==> src/rtl/core/pds_pkg.sv <==
// ---------------------------------------------------------------------------
// pds_pkg
// Shared types and constants for the PID controller with dead band and
// integral separation.
// ---------------------------------------------------------------------------
package pds_pkg;

    // fixed field widths
    localparam int SAMPLE_W  = 16;  // input sample and output drive
    localparam int GAIN_W    = 16;  // Q8.8 gains, setpoint
    localparam int MAG_W     = 15;  // limit, dead band, threshold
    localparam int CFG_IDX_W = 3;
    localparam int CFG_DAT_W = 16;

    // arithmetic widths
    localparam int MUL_A_W    = 17;  // signed gain or Q1.15 weight
    localparam int DERIV_W    = 32;  // derivative term and its filter state
    localparam int WIDE_W     = 33;  // error before saturation
    localparam int ALPHA_FRAC = 15;
    localparam int OUT_FRAC   = 8;

    localparam logic [GAIN_W-1:0] ALPHA_ONE = 16'h8000;  // 1.0 in Q1.15
    localparam int ROUND_Q15 = 16384;
    localparam int ROUND_Q8  = 128;

    // register indexes
    localparam logic [CFG_IDX_W-1:0] REG_SETPOINT = 3'd0;
    localparam logic [CFG_IDX_W-1:0] REG_GAIN_P   = 3'd1;
    localparam logic [CFG_IDX_W-1:0] REG_GAIN_I   = 3'd2;
    localparam logic [CFG_IDX_W-1:0] REG_GAIN_D   = 3'd3;
    localparam logic [CFG_IDX_W-1:0] REG_LIMIT    = 3'd4;
    localparam logic [CFG_IDX_W-1:0] REG_DEADBAND = 3'd5;
    localparam logic [CFG_IDX_W-1:0] REG_SEP_THR  = 3'd6;
    localparam logic [CFG_IDX_W-1:0] REG_ALPHA    = 3'd7;

    typedef struct packed {
        logic [GAIN_W-1:0] setpoint;
        logic [GAIN_W-1:0] gain_p;
        logic [GAIN_W-1:0] gain_i;
        logic [GAIN_W-1:0] gain_d;
        logic [MAG_W-1:0]  drive_limit;
        logic [MAG_W-1:0]  dead_band;
        logic [MAG_W-1:0]  sep_thr;
        logic [GAIN_W-1:0] alpha;
    } cfg_t;

    // operand pair for the shared multiplier
    typedef enum logic [2:0] {
        MUL_KD_DIFF = 3'd0,
        MUL_KP_ERR  = 3'd1,
        MUL_ALPHA_D = 3'd2,
        MUL_BETA_SD = 3'd3,
        MUL_KI_INT  = 3'd4
    } mul_sel_t;

    typedef struct packed {
        mul_sel_t mul_sel;
        logic     idle;
        logic     upd_int;
        logic     ld_d;
        logic     ld_tot;
        logic     ld_fil;
        logic     add_fil;
        logic     add_tot;
        logic     ld_sd;
        logic     add_sd;
        logic     ld_out;
    } step_t;

endpackage

==> src/rtl/core/pds_cfg.sv <==
// ---------------------------------------------------------------------------
// pds_cfg
// Configuration register file, write only.
// ---------------------------------------------------------------------------
module pds_cfg
    import pds_pkg::*;
(
    input  logic                 aclk,
    input  logic                 aresetn,
    input  logic                 cfg_wr_en,
    input  logic [CFG_IDX_W-1:0] cfg_index,
    input  logic [CFG_DAT_W-1:0] cfg_wdata,
    output cfg_t                 cfg
);

    cfg_t cfg_reg;

    always_ff @(posedge aclk) begin
        if (!aresetn) begin
            cfg_reg.setpoint    <= '0;
            cfg_reg.gain_p      <= '0;
            cfg_reg.gain_i      <= '0;
            cfg_reg.gain_d      <= '0;
            cfg_reg.drive_limit <= '1;
            cfg_reg.dead_band   <= '0;
            cfg_reg.sep_thr     <= '1;
            cfg_reg.alpha       <= ALPHA_ONE;
        end else if (cfg_wr_en) begin
            unique case (cfg_index)
                REG_SETPOINT: cfg_reg.setpoint    <= cfg_wdata;
                REG_GAIN_P:   cfg_reg.gain_p      <= cfg_wdata;
                REG_GAIN_I:   cfg_reg.gain_i      <= cfg_wdata;
                REG_GAIN_D:   cfg_reg.gain_d      <= cfg_wdata;
                REG_LIMIT:    cfg_reg.drive_limit <= cfg_wdata[MAG_W-1:0];
                REG_DEADBAND: cfg_reg.dead_band   <= cfg_wdata[MAG_W-1:0];
                REG_SEP_THR:  cfg_reg.sep_thr     <= cfg_wdata[MAG_W-1:0];
                REG_ALPHA:    cfg_reg.alpha       <= cfg_wdata;
                default: ;
            endcase
        end
    end

    assign cfg = cfg_reg;

endmodule

==> src/rtl/core/pds_mul.sv <==
// ---------------------------------------------------------------------------
// pds_mul
// Shared signed multiplier with registered product.
// ---------------------------------------------------------------------------
module pds_mul #(
    parameter int A_W = 17,
    parameter int B_W = 33
) (
    input  logic                   aclk,
    input  logic signed [A_W-1:0]  op_a,
    input  logic signed [B_W-1:0]  op_b,
    output logic signed [A_W+B_W-1:0] prod
);

    logic signed [A_W+B_W-1:0] prod_reg;

    always_ff @(posedge aclk) begin
        prod_reg <= op_a * op_b;
    end

    assign prod = prod_reg;

endmodule

==> src/rtl/core/pds_seq.sv <==
// ---------------------------------------------------------------------------
// pds_seq
// Step sequencer: orders the five products and the accumulations.
// ---------------------------------------------------------------------------
module pds_seq
    import pds_pkg::*;
(
    input  logic  aclk,
    input  logic  aresetn,
    input  logic  s_tvalid,
    input  logic  out_free,
    output step_t step
);

    typedef enum logic [8:0] {
        ST_IDLE = 9'b000000001,
        ST_KD   = 9'b000000010,
        ST_KP   = 9'b000000100,
        ST_AL   = 9'b000001000,
        ST_BE   = 9'b000010000,
        ST_KI   = 9'b000100000,
        ST_FL   = 9'b001000000,
        ST_SM   = 9'b010000000,
        ST_OT   = 9'b100000000
    } state_t;

    state_t state_reg, state_next;

    always_ff @(posedge aclk) begin
        if (!aresetn) begin
            state_reg <= ST_IDLE;
        end else begin
            state_reg <= state_next;
        end
    end

    always_comb begin
        state_next   = state_reg;
        step         = '0;
        step.mul_sel = MUL_KD_DIFF;
        unique case (state_reg)
            ST_IDLE: begin
                step.idle = 1'b1;
                if (s_tvalid) state_next = ST_KD;
            end
            ST_KD: begin
                step.mul_sel = MUL_KD_DIFF;
                step.upd_int = 1'b1;
                state_next   = ST_KP;
            end
            ST_KP: begin
                step.mul_sel = MUL_KP_ERR;
                step.ld_d    = 1'b1;
                state_next   = ST_AL;
            end
            ST_AL: begin
                step.mul_sel = MUL_ALPHA_D;
                step.ld_tot  = 1'b1;
                state_next   = ST_BE;
            end
            ST_BE: begin
                step.mul_sel = MUL_BETA_SD;
                step.ld_fil  = 1'b1;
                state_next   = ST_KI;
            end
            ST_KI: begin
                step.mul_sel = MUL_KI_INT;
                step.add_fil = 1'b1;
                state_next   = ST_FL;
            end
            ST_FL: begin
                step.add_tot = 1'b1;
                step.ld_sd   = 1'b1;
                state_next   = ST_SM;
            end
            ST_SM: begin
                step.add_sd = 1'b1;
                state_next  = ST_OT;
            end
            ST_OT: begin
                if (out_free) begin
                    step.ld_out = 1'b1;
                    state_next  = ST_IDLE;
                end
            end
            default: state_next = ST_IDLE;
        endcase
    end

endmodule

==> src/rtl/core/pid_deadzone_separation.sv <==
// ---------------------------------------------------------------------------
// pid_deadzone_separation
// Fixed-point PID step with dead band, integral separation and a low-pass
// filtered derivative, built around one shared multiplier.
// ---------------------------------------------------------------------------
// Sequence: an accepted word steps the sequencer through KD, KP, AL, BE,
// KI, FL, SM and OT; m_tvalid rises when OT finds the output register free.
// A new word is taken only once the last one is done; five products go one
// after another through the single 17 x 32 bit multiplier, with its
// registered output. s_tready is high only while the sequencer is idle; a
// finished result waits in the output register and does not block the next
// word. Reset (aresetn low, synchronous): registers to their reset values,
// error history, integral and derivative filter cleared, output channel empty.
module pid_deadzone_separation
    import pds_pkg::*;
#(
    parameter int DATA_WIDTH = 16,
    parameter int ACC_WIDTH  = 32
) (
    input  logic                 aclk,
    input  logic                 aresetn,
    // input channel
    input  logic                 s_tvalid,
    output logic                 s_tready,
    input  logic [SAMPLE_W-1:0]  s_tdata,   // [15:0] sample
    input  logic                 s_tuser,   // [0] func: 0 measurement, 1 error
    // result channel
    output logic                 m_tvalid,
    input  logic                 m_tready,
    output logic [SAMPLE_W-1:0]  m_tdata,   // [15:0] drive
    // configuration
    input  logic                 cfg_wr_en,
    input  logic [CFG_IDX_W-1:0] cfg_index,
    input  logic [CFG_DAT_W-1:0] cfg_wdata
);

    localparam int DW    = DATA_WIDTH;
    localparam int AW    = ACC_WIDTH;
    localparam int DW1   = DW + 1;
    localparam int IW    = ((AW > DW) ? AW : DW) + 1;   // integral sum before saturation
    localparam int MB_T  = (DW1 > AW) ? DW1 : AW;
    localparam int MB_W  = (MB_T > DERIV_W) ? MB_T : DERIV_W;
    localparam int PW    = MUL_A_W + MB_W;
    localparam int TOT_W = PW + 2;
    localparam int FIL_W = MUL_A_W + DERIV_W;           // Q1.15 weighted sum
    localparam int SH_W  = FIL_W - ALPHA_FRAC;
    localparam int YW    = TOT_W - OUT_FRAC;

    localparam logic [DW-1:0]      ERR_MIN = {1'b1, {(DW-1){1'b0}}};
    localparam logic [DW-1:0]      ERR_MAX = ~ERR_MIN;
    localparam logic [AW-1:0]      ACC_MIN = {1'b1, {(AW-1){1'b0}}};
    localparam logic [AW-1:0]      ACC_MAX = ~ACC_MIN;
    localparam logic [DERIV_W-1:0] D_MIN   = {1'b1, {(DERIV_W-1){1'b0}}};
    localparam logic [DERIV_W-1:0] D_MAX   = ~D_MIN;

    cfg_t  cfg;
    step_t step;

    logic in_accept;
    logic out_free;

    // state kept across words
    logic signed [DW-1:0]      last_err_reg;
    logic signed [AW-1:0]      int_reg, int_next;
    logic signed [DERIV_W-1:0] sd_reg, sd_next;

    // per-word working registers
    logic                      func_reg;
    logic signed [DW-1:0]      e_reg;
    logic signed [DERIV_W-1:0] d_reg, d_next;
    logic signed [FIL_W-1:0]   fil_reg;
    logic signed [TOT_W-1:0]   tot_reg;

    logic                      m_tvalid_reg;
    logic [SAMPLE_W-1:0]       m_tdata_reg;

    pds_cfg u_cfg (
        .aclk      (aclk),
        .aresetn   (aresetn),
        .cfg_wr_en (cfg_wr_en),
        .cfg_index (cfg_index),
        .cfg_wdata (cfg_wdata),
        .cfg       (cfg)
    );

    pds_seq u_seq (
        .aclk     (aclk),
        .aresetn  (aresetn),
        .s_tvalid (s_tvalid),
        .out_free (out_free),
        .step     (step)
    );

    assign s_tready  = step.idle;
    assign in_accept = s_tvalid & step.idle;
    assign out_free  = ~m_tvalid_reg | m_tready;

    // ---- error at accept: difference or direct, saturate, dead band ----
    logic signed [WIDE_W-1:0] err_raw;
    logic                     err_fits;
    logic signed [DW-1:0]     err_sat;
    logic signed [SAMPLE_W-1:0] db_s;
    logic                     in_band;
    logic signed [DW-1:0]     e_in;

    assign err_raw  = s_tuser ? WIDE_W'($signed(s_tdata))
                              : WIDE_W'($signed(cfg.setpoint)) - WIDE_W'($signed(s_tdata));
    assign err_fits = (&err_raw[WIDE_W-1:DW-1]) | ~(|err_raw[WIDE_W-1:DW-1]);
    assign err_sat  = err_fits ? err_raw[DW-1:0] : (err_raw[WIDE_W-1] ? ERR_MIN : ERR_MAX);
    assign db_s     = $signed({1'b0, cfg.dead_band});
    // nonzero errors strictly inside the band are dropped
    assign in_band  = ((err_sat > 0) && (err_sat < db_s)) ||
                      ((err_sat < 0) && (err_sat > -db_s));
    assign e_in     = in_band ? '0 : err_sat;

    // ---- integral with saturation and separation ----
    logic signed [IW-1:0]       isum;
    logic                       int_fits;
    logic signed [SAMPLE_W-1:0] thr_s;
    logic                       int_clr;

    assign isum     = IW'(int_reg) + IW'(e_reg);
    assign int_fits = (&isum[IW-1:AW-1]) | ~(|isum[IW-1:AW-1]);
    assign thr_s    = $signed({1'b0, cfg.sep_thr});
    // large error, or measurement mode with no integral gain, clears the sum
    assign int_clr  = (e_reg > thr_s) || (e_reg < -thr_s) ||
                      (!func_reg && (cfg.gain_i == '0));
    assign int_next = int_clr ? '0
                    : (int_fits ? isum[AW-1:0] : (isum[IW-1] ? ACC_MIN : ACC_MAX));

    // ---- shared multiplier operands ----
    logic [GAIN_W-1:0]          alpha_sat;
    logic [MUL_A_W-1:0]         beta;
    logic signed [DW1-1:0]      diff;
    logic signed [MUL_A_W-1:0]  op_a;
    logic signed [MB_W-1:0]     op_b;
    logic signed [PW-1:0]       prod;

    assign alpha_sat = (cfg.alpha > ALPHA_ONE) ? ALPHA_ONE : cfg.alpha;
    assign beta      = {1'b0, ALPHA_ONE} - {1'b0, alpha_sat};   // 1 - alpha
    assign diff      = DW1'(e_reg) - DW1'(last_err_reg);

    always_comb begin
        case (step.mul_sel)
            MUL_KD_DIFF: begin
                op_a = MUL_A_W'($signed(cfg.gain_d));
                op_b = MB_W'(diff);
            end
            MUL_KP_ERR: begin
                op_a = MUL_A_W'($signed(cfg.gain_p));
                op_b = MB_W'(e_reg);
            end
            MUL_ALPHA_D: begin
                op_a = $signed({1'b0, alpha_sat});
                op_b = MB_W'(d_reg);
            end
            MUL_BETA_SD: begin
                op_a = $signed(beta);
                op_b = MB_W'(sd_reg);
            end
            MUL_KI_INT: begin
                op_a = MUL_A_W'($signed(cfg.gain_i));
                op_b = MB_W'(int_reg);
            end
            default: begin
                op_a = '0;
                op_b = '0;
            end
        endcase
    end

    pds_mul #(
        .A_W (MUL_A_W),
        .B_W (MB_W)
    ) u_mul (
        .aclk (aclk),
        .op_a (op_a),
        .op_b (op_b),
        .prod (prod)
    );

    // ---- saturations of the derivative and of the filter output ----
    logic                     d_fits;
    logic signed [SH_W-1:0]   fil_sh;
    logic                     sd_fits;

    assign d_fits  = (&prod[PW-1:DERIV_W-1]) | ~(|prod[PW-1:DERIV_W-1]);
    assign d_next  = d_fits ? prod[DERIV_W-1:0] : (prod[PW-1] ? D_MIN : D_MAX);
    assign fil_sh  = fil_reg[FIL_W-1:ALPHA_FRAC];             // floor by 2^15
    assign sd_fits = (&fil_sh[SH_W-1:DERIV_W-1]) | ~(|fil_sh[SH_W-1:DERIV_W-1]);
    assign sd_next = sd_fits ? fil_sh[DERIV_W-1:0] : (fil_sh[SH_W-1] ? D_MIN : D_MAX);

    // ---- output rounding and clamp ----
    logic signed [TOT_W-1:0]    tot_rnd;
    logic signed [YW-1:0]       y_wide;
    logic signed [SAMPLE_W-1:0] lim_s;
    logic signed [SAMPLE_W-1:0] drive;

    assign tot_rnd = tot_reg + TOT_W'(ROUND_Q8);
    assign y_wide  = tot_rnd[TOT_W-1:OUT_FRAC];
    assign lim_s   = $signed({1'b0, cfg.drive_limit});

    always_comb begin
        if (y_wide > lim_s) begin
            drive = lim_s;
        end else if (y_wide < -lim_s) begin
            drive = -lim_s;
        end else begin
            drive = y_wide[SAMPLE_W-1:0];
        end
    end

    // ---- controller state ----
    always_ff @(posedge aclk) begin
        if (!aresetn) begin
            last_err_reg <= '0;
            int_reg      <= '0;
            sd_reg       <= '0;
            m_tvalid_reg <= 1'b0;
        end else begin
            if (step.upd_int) begin
                int_reg      <= int_next;
                last_err_reg <= e_reg;
            end
            if (step.ld_sd) sd_reg <= sd_next;
            if (step.ld_out) begin
                m_tvalid_reg <= 1'b1;
            end else if (m_tready) begin
                m_tvalid_reg <= 1'b0;
            end
        end
    end

    // ---- working registers ----
    always_ff @(posedge aclk) begin
        if (in_accept) begin
            func_reg <= s_tuser;
            e_reg    <= e_in;
        end
        if (step.ld_d)    d_reg   <= d_next;
        if (step.ld_fil)  fil_reg <= FIL_W'(prod) + FIL_W'(ROUND_Q15);
        if (step.add_fil) fil_reg <= fil_reg + FIL_W'(prod);
        if (step.ld_tot)  tot_reg <= TOT_W'(prod);
        if (step.add_tot) tot_reg <= tot_reg + TOT_W'(prod);
        if (step.add_sd)  tot_reg <= tot_reg + TOT_W'(sd_reg);
        if (step.ld_out)  m_tdata_reg <= drive;
    end

    assign m_tvalid = m_tvalid_reg;
    assign m_tdata  = m_tdata_reg;

endmodule
==> config.mk <==
export PLATFORM = sky130hd
export DESIGN_NAME = pid_deadzone_separation
export DESIGN_NICKNAME = d
export VERILOG_FILES = /design/src/rtl/core/pds_pkg.sv /design/src/rtl/core/pds_cfg.sv /design/src/rtl/core/pds_mul.sv /design/src/rtl/core/pds_seq.sv /design/src/rtl/core/pid_deadzone_separation.sv
export SDC_FILE = /design/constraint.sdc
export NUM_CORES = 2
export LEC_CHECK = 0
export BUFFER_PORTS_ARGS = -buffer_cell sky130_fd_sc_hd__buf_2
export CAP_MARGIN = 20
export CELL_PAD_IN_SITES_DETAIL_PLACEMENT = 0
export CELL_PAD_IN_SITES_GLOBAL_PLACEMENT = 1
export CORE_MARGIN = 1.5
export CORE_UTILIZATION = 50
export DETAILED_ROUTE_END_ITERATION = 6
export GPL_ROUTABILITY_DRIVEN = 1
export GPL_TIMING_DRIVEN = 1
export PLACE_DENSITY_LB_ADDON = 0.1
export SYNTH_ARGS = -nofsm -noshare
export SYNTH_HDL_FRONTEND = slang
export SYNTH_HIERARCHICAL = 1
export SYNTH_SLANG_ARGS = --single-unit
==> constraint.sdc <==
create_clock -name aclk -period 10.7 [get_ports aclk]
set_clock_uncertainty 0.15 [all_clocks]
set_input_delay 2.14 -clock aclk [delete_from_list [all_inputs] [get_ports aclk]]
set_output_delay 2.14 -clock aclk [all_outputs]
set_load 0.02 [all_outputs]
==> flow_metrics.py <==
metrics = {
    "run_status": {
        "status": "complete, no violations",
    },
    "worst_setup_path": {
        "crit_buf_inv": 5,
        "r2r-end": "u_mul/prod[45]",
        "r2r_cells": 34,
        "critPathArrivalTime_ns": 10.27,
        "crit_path_start_kind": "flop",
        "slowest_delay_ns": 0.54,
        "crit_slowest_cell": "fa_1",
        "worstSetupEndpointType": "flop",
        "crit_top_cell": "fa_1",
        "crit_path_max_fanout": 24,
        "r2r_start": "u_cfg/cfg[2]",
        "critPathRequiredTime_ns": 11.10,
        "crit_family": "adder cells",
        "worstSetupPathType": "reg -> reg",
        "r2r_slack_ns": 0.84,
    },
    "place": {
        "place_area_um2": 56700,
        "place.port_buffers": 58,
        "routabilityCongestion": 0.915,
        "dp_hpwl_mm": 132,
    },
    "power_and_ir_drop": {
        "power.leakage_nw": 27.2,
        "power_density_nw_per_um2": 112,
        "peakVddDrop_uv": 124,
    },
    "synth": {
        "syn-num-nets": 7439,
        "yosys_warnings": 6,
        "netlist.area_leader.share": 0.193,
        "synth_seq_cells": 429,
        "ys.flop_type": "dfxtp_1",
        "yosys.area.top_type": "fa_1",
        "ys_top_cells_by_area": "fa_1 (19%), ha_1 (10%), dfxtp_1 (9.7%), edfxtp_1 (9.1%), inv_1 (5.2%)",
        "async_flop_share": 0,
        "syn_inst": 6420,
        "synth_enable_flop_cells": 165,
        "ys_types": 117,
        "synth_area_um2": 54700,
        "syn_avg_cell_area_um2": 8.52,
        "yosysSeqAreaShare": 0.187,
    },
    "floorplan": {
        "die_h_um": 334,
        "ioPinCount": 59,
        "die_w_um": 334,
        "core_area_um2": 109000,
        "num_rows": 121,
        "initial_core_util": 0.503,
        "fp.dieArea_um2": 111000,
    },
    "detailed_routing": {
        "vias_per_cell": 5.80,
        "totalWireLength_mm": 168,
        "drtIter0Drc": 3448,
        "drc": 0,
        "final_antenna_net_count": 0,
        "dr.pass1.iters": 7,
        "vias": 45300,
        "post_drt_wl_per_cell_um": 21.5,
    },
    "sta": {
        "hold_viol": 0,
        "setup_viol_count_final": 0,
        "slew_viol_final": 0,
        "post-route-period-util": 0.922,
        "rsz0062_at_grt": "false",
        "slew_headroom": 0.244,
        "max_slew.worst_pin.slew_ns": 1.13,
        "fin_crit_ns": 9.86,
        "fmax_mhz": 101,
        "fin_setup_tns_ns": 0,
    },
    "clocking": {
        "cts_tree": "done",
        "cts_setup_buffers": 0,
        "clkLatencyLatePin_ns": 0.65,
        "cts_buffers": 52,
        "cts_hold_buf": 0,
        "htree_num_levels": 2,
        "clockBufferDepth": 3,
        "clockRootBuffer": "clkbuf_16",
        "cts.clk_slew.worst_paths_ns": 0.06,
        "clock_sinks": 429,
    },
    "global_routing": {
        "antenna_found_initial": 3,
        "grt_pass1_wl_mm": 263,
        "grt_max_degree": 79,
        "overflow": 0,
        "grtUsageTotal": 0.302,
        "first_global_vias": 45500,
    },
    "finish": {
        "n_antenna_cell": 0,
        "drive_above_1_share": 0.0634,
        "final_cell_mix": "inv_1 (760), nand2_1 (726), fa_1 (527)",
        "post-route-util": 0.538,
        "area_delta_synth_final_pct": 6.91,
        "largest_reg_flops": 125,
        "design_area_um2": 58500,
        "nNetsFinal": 7378,
        "final_common_cell": "inv_1",
    },
    "min_path": {
        "hold_path_end": "u_cfg/cfg[106]",
        "min_path_type": "reg -> reg",
        "min_from": "u_cfg/cfg[106]",
        "hold_depth": 2,
    },
    "run": {
        "maxCapViolations": 0,
    },
}
cells by family (layout without fill, tap and decap cells):
kind of cell             after synthesis  after routing  share of synthesized area
buffers and inverters               1049           1030                     0.0738
AND/OR/NAND/NOR                     2041           2041                      0.184
multiplexers                         267            267                     0.0506
AO/OA/AOI/OAI                       1320           1320                      0.155
adder cells (fa/ha/maj)              978            978                      0.296
XOR/XNOR                             336            336                     0.0542
flip-flops                           429            429                      0.187
cells in the mapped netlist (16+ instances only):
| cell | n |
|---|---|
| dfxtp_1 | 264 |
| a31oi_1 | 50 |
| nand3_1 | 134 |
| inv_1 | 760 |
| nor2_1 | 375 |
| o21bai_1 | 42 |
| a21oi_1 | 394 |
| buf_2 | 19 |
| edfxtp_1 | 165 |
| buf_1 | 16 |
| clkbuf_1 | 238 |
| nand2_1 | 728 |
| nor3_1 | 87 |
| o31ai_1 | 16 |
| xor2_1 | 97 |
| mux2_2 | 46 |
| nor4_1 | 32 |
| xnor2_1 | 236 |
| nor2b_1 | 114 |
| fa_1 | 527 |
| or3_1 | 31 |
| o21ai_0 | 276 |
| a211oi_1 | 47 |
| nand4_1 | 57 |
| a21boi_0 | 19 |
| ha_1 | 451 |
| and3_1 | 36 |
| o21a_1 | 73 |
| and2_1 | 257 |
| o211ai_1 | 60 |
| nand2b_1 | 86 |
| a21o_1 | 150 |
| mux2i_1 | 218 |
per-layer routing:
metal,up-vias,part of all wire,track usage
met5,-,0,0
li1,21600,-,-
met1,22300,0.48,0.441
met4,0,0.020,0.0669
met2,1215,0.44,0.483
met3,182,0.059,0.0308
final cells by class:
class	count	area (um^2)
fillers	10300	50200
multi-input cells	4942	40600
flip-flops and latches	429	10200
inverters	763	2870
well taps	1414	1770
clock buffers	77	1590
repair buffers	171	1160
clock inverters	19	229
power by group:
part / total [W] / internal (W) / switching [W]
clock network: 0.00191 / 0.00115 / 0.000766
logic: 0.00261 / 0.00101 / 0.00160
registers: 0.00205 / 0.00183 / 0.000218
through the flow:
| stage | hold slack (ns) | std cells | power (W) | setup WS [ns] |
|---|---|---|---|---|
| 4_1_cts | 0.309 | 7815 | 0.00657 | 0.709 |
| 3_5_place_dp | 0.296 | 7719 | 0.00464 | 0.764 |
| 5_1_grt | 0.325 | 7815 | 0.00695 | 0.153 |
| 2_1_floorplan | 0.282 | 6420 | 0.00382 | 1.79 |
| 6_report | 0.307 | 7815 | 0.00657 | 0.838 |
| 3_3_place_gp | 0.292 | 7716 | 0.00463 | 0.912 |
how the worst max path moves through the flow:
stage | start | end | slack [ns] | cells after the start
global placement | u_cfg/cfg[2] | u_mul/prod[48] | 0.91 | 34
detailed placement | u_cfg/cfg[2] | u_mul/prod[48] | 0.76 | 36
global route | u_cfg/cfg[5] | u_mul/prod[37] | 0.15 | 33
floorplan | u_cfg/cfg[2] | u_mul/prod[45] | 1.79 | 36
finish | u_cfg/cfg[2] | u_mul/prod[45] | 0.84 | 34
CTS | u_cfg/cfg[2] | u_mul/prod[48] | 0.71 | 34
tightest hold or removal path, stage by stage, from the launching register on:
cell and delay [ns]:
dfxtp_1 0.31, nand2_1 0.05, mux2i_1 0.05
what timing repair did:
action	CTS	global route
gates resized for setup	0	1
hold endpoints to repair	0	0
setup endpoints to repair	0	1
Note: power is estimated with default switching activity, not from simulation.
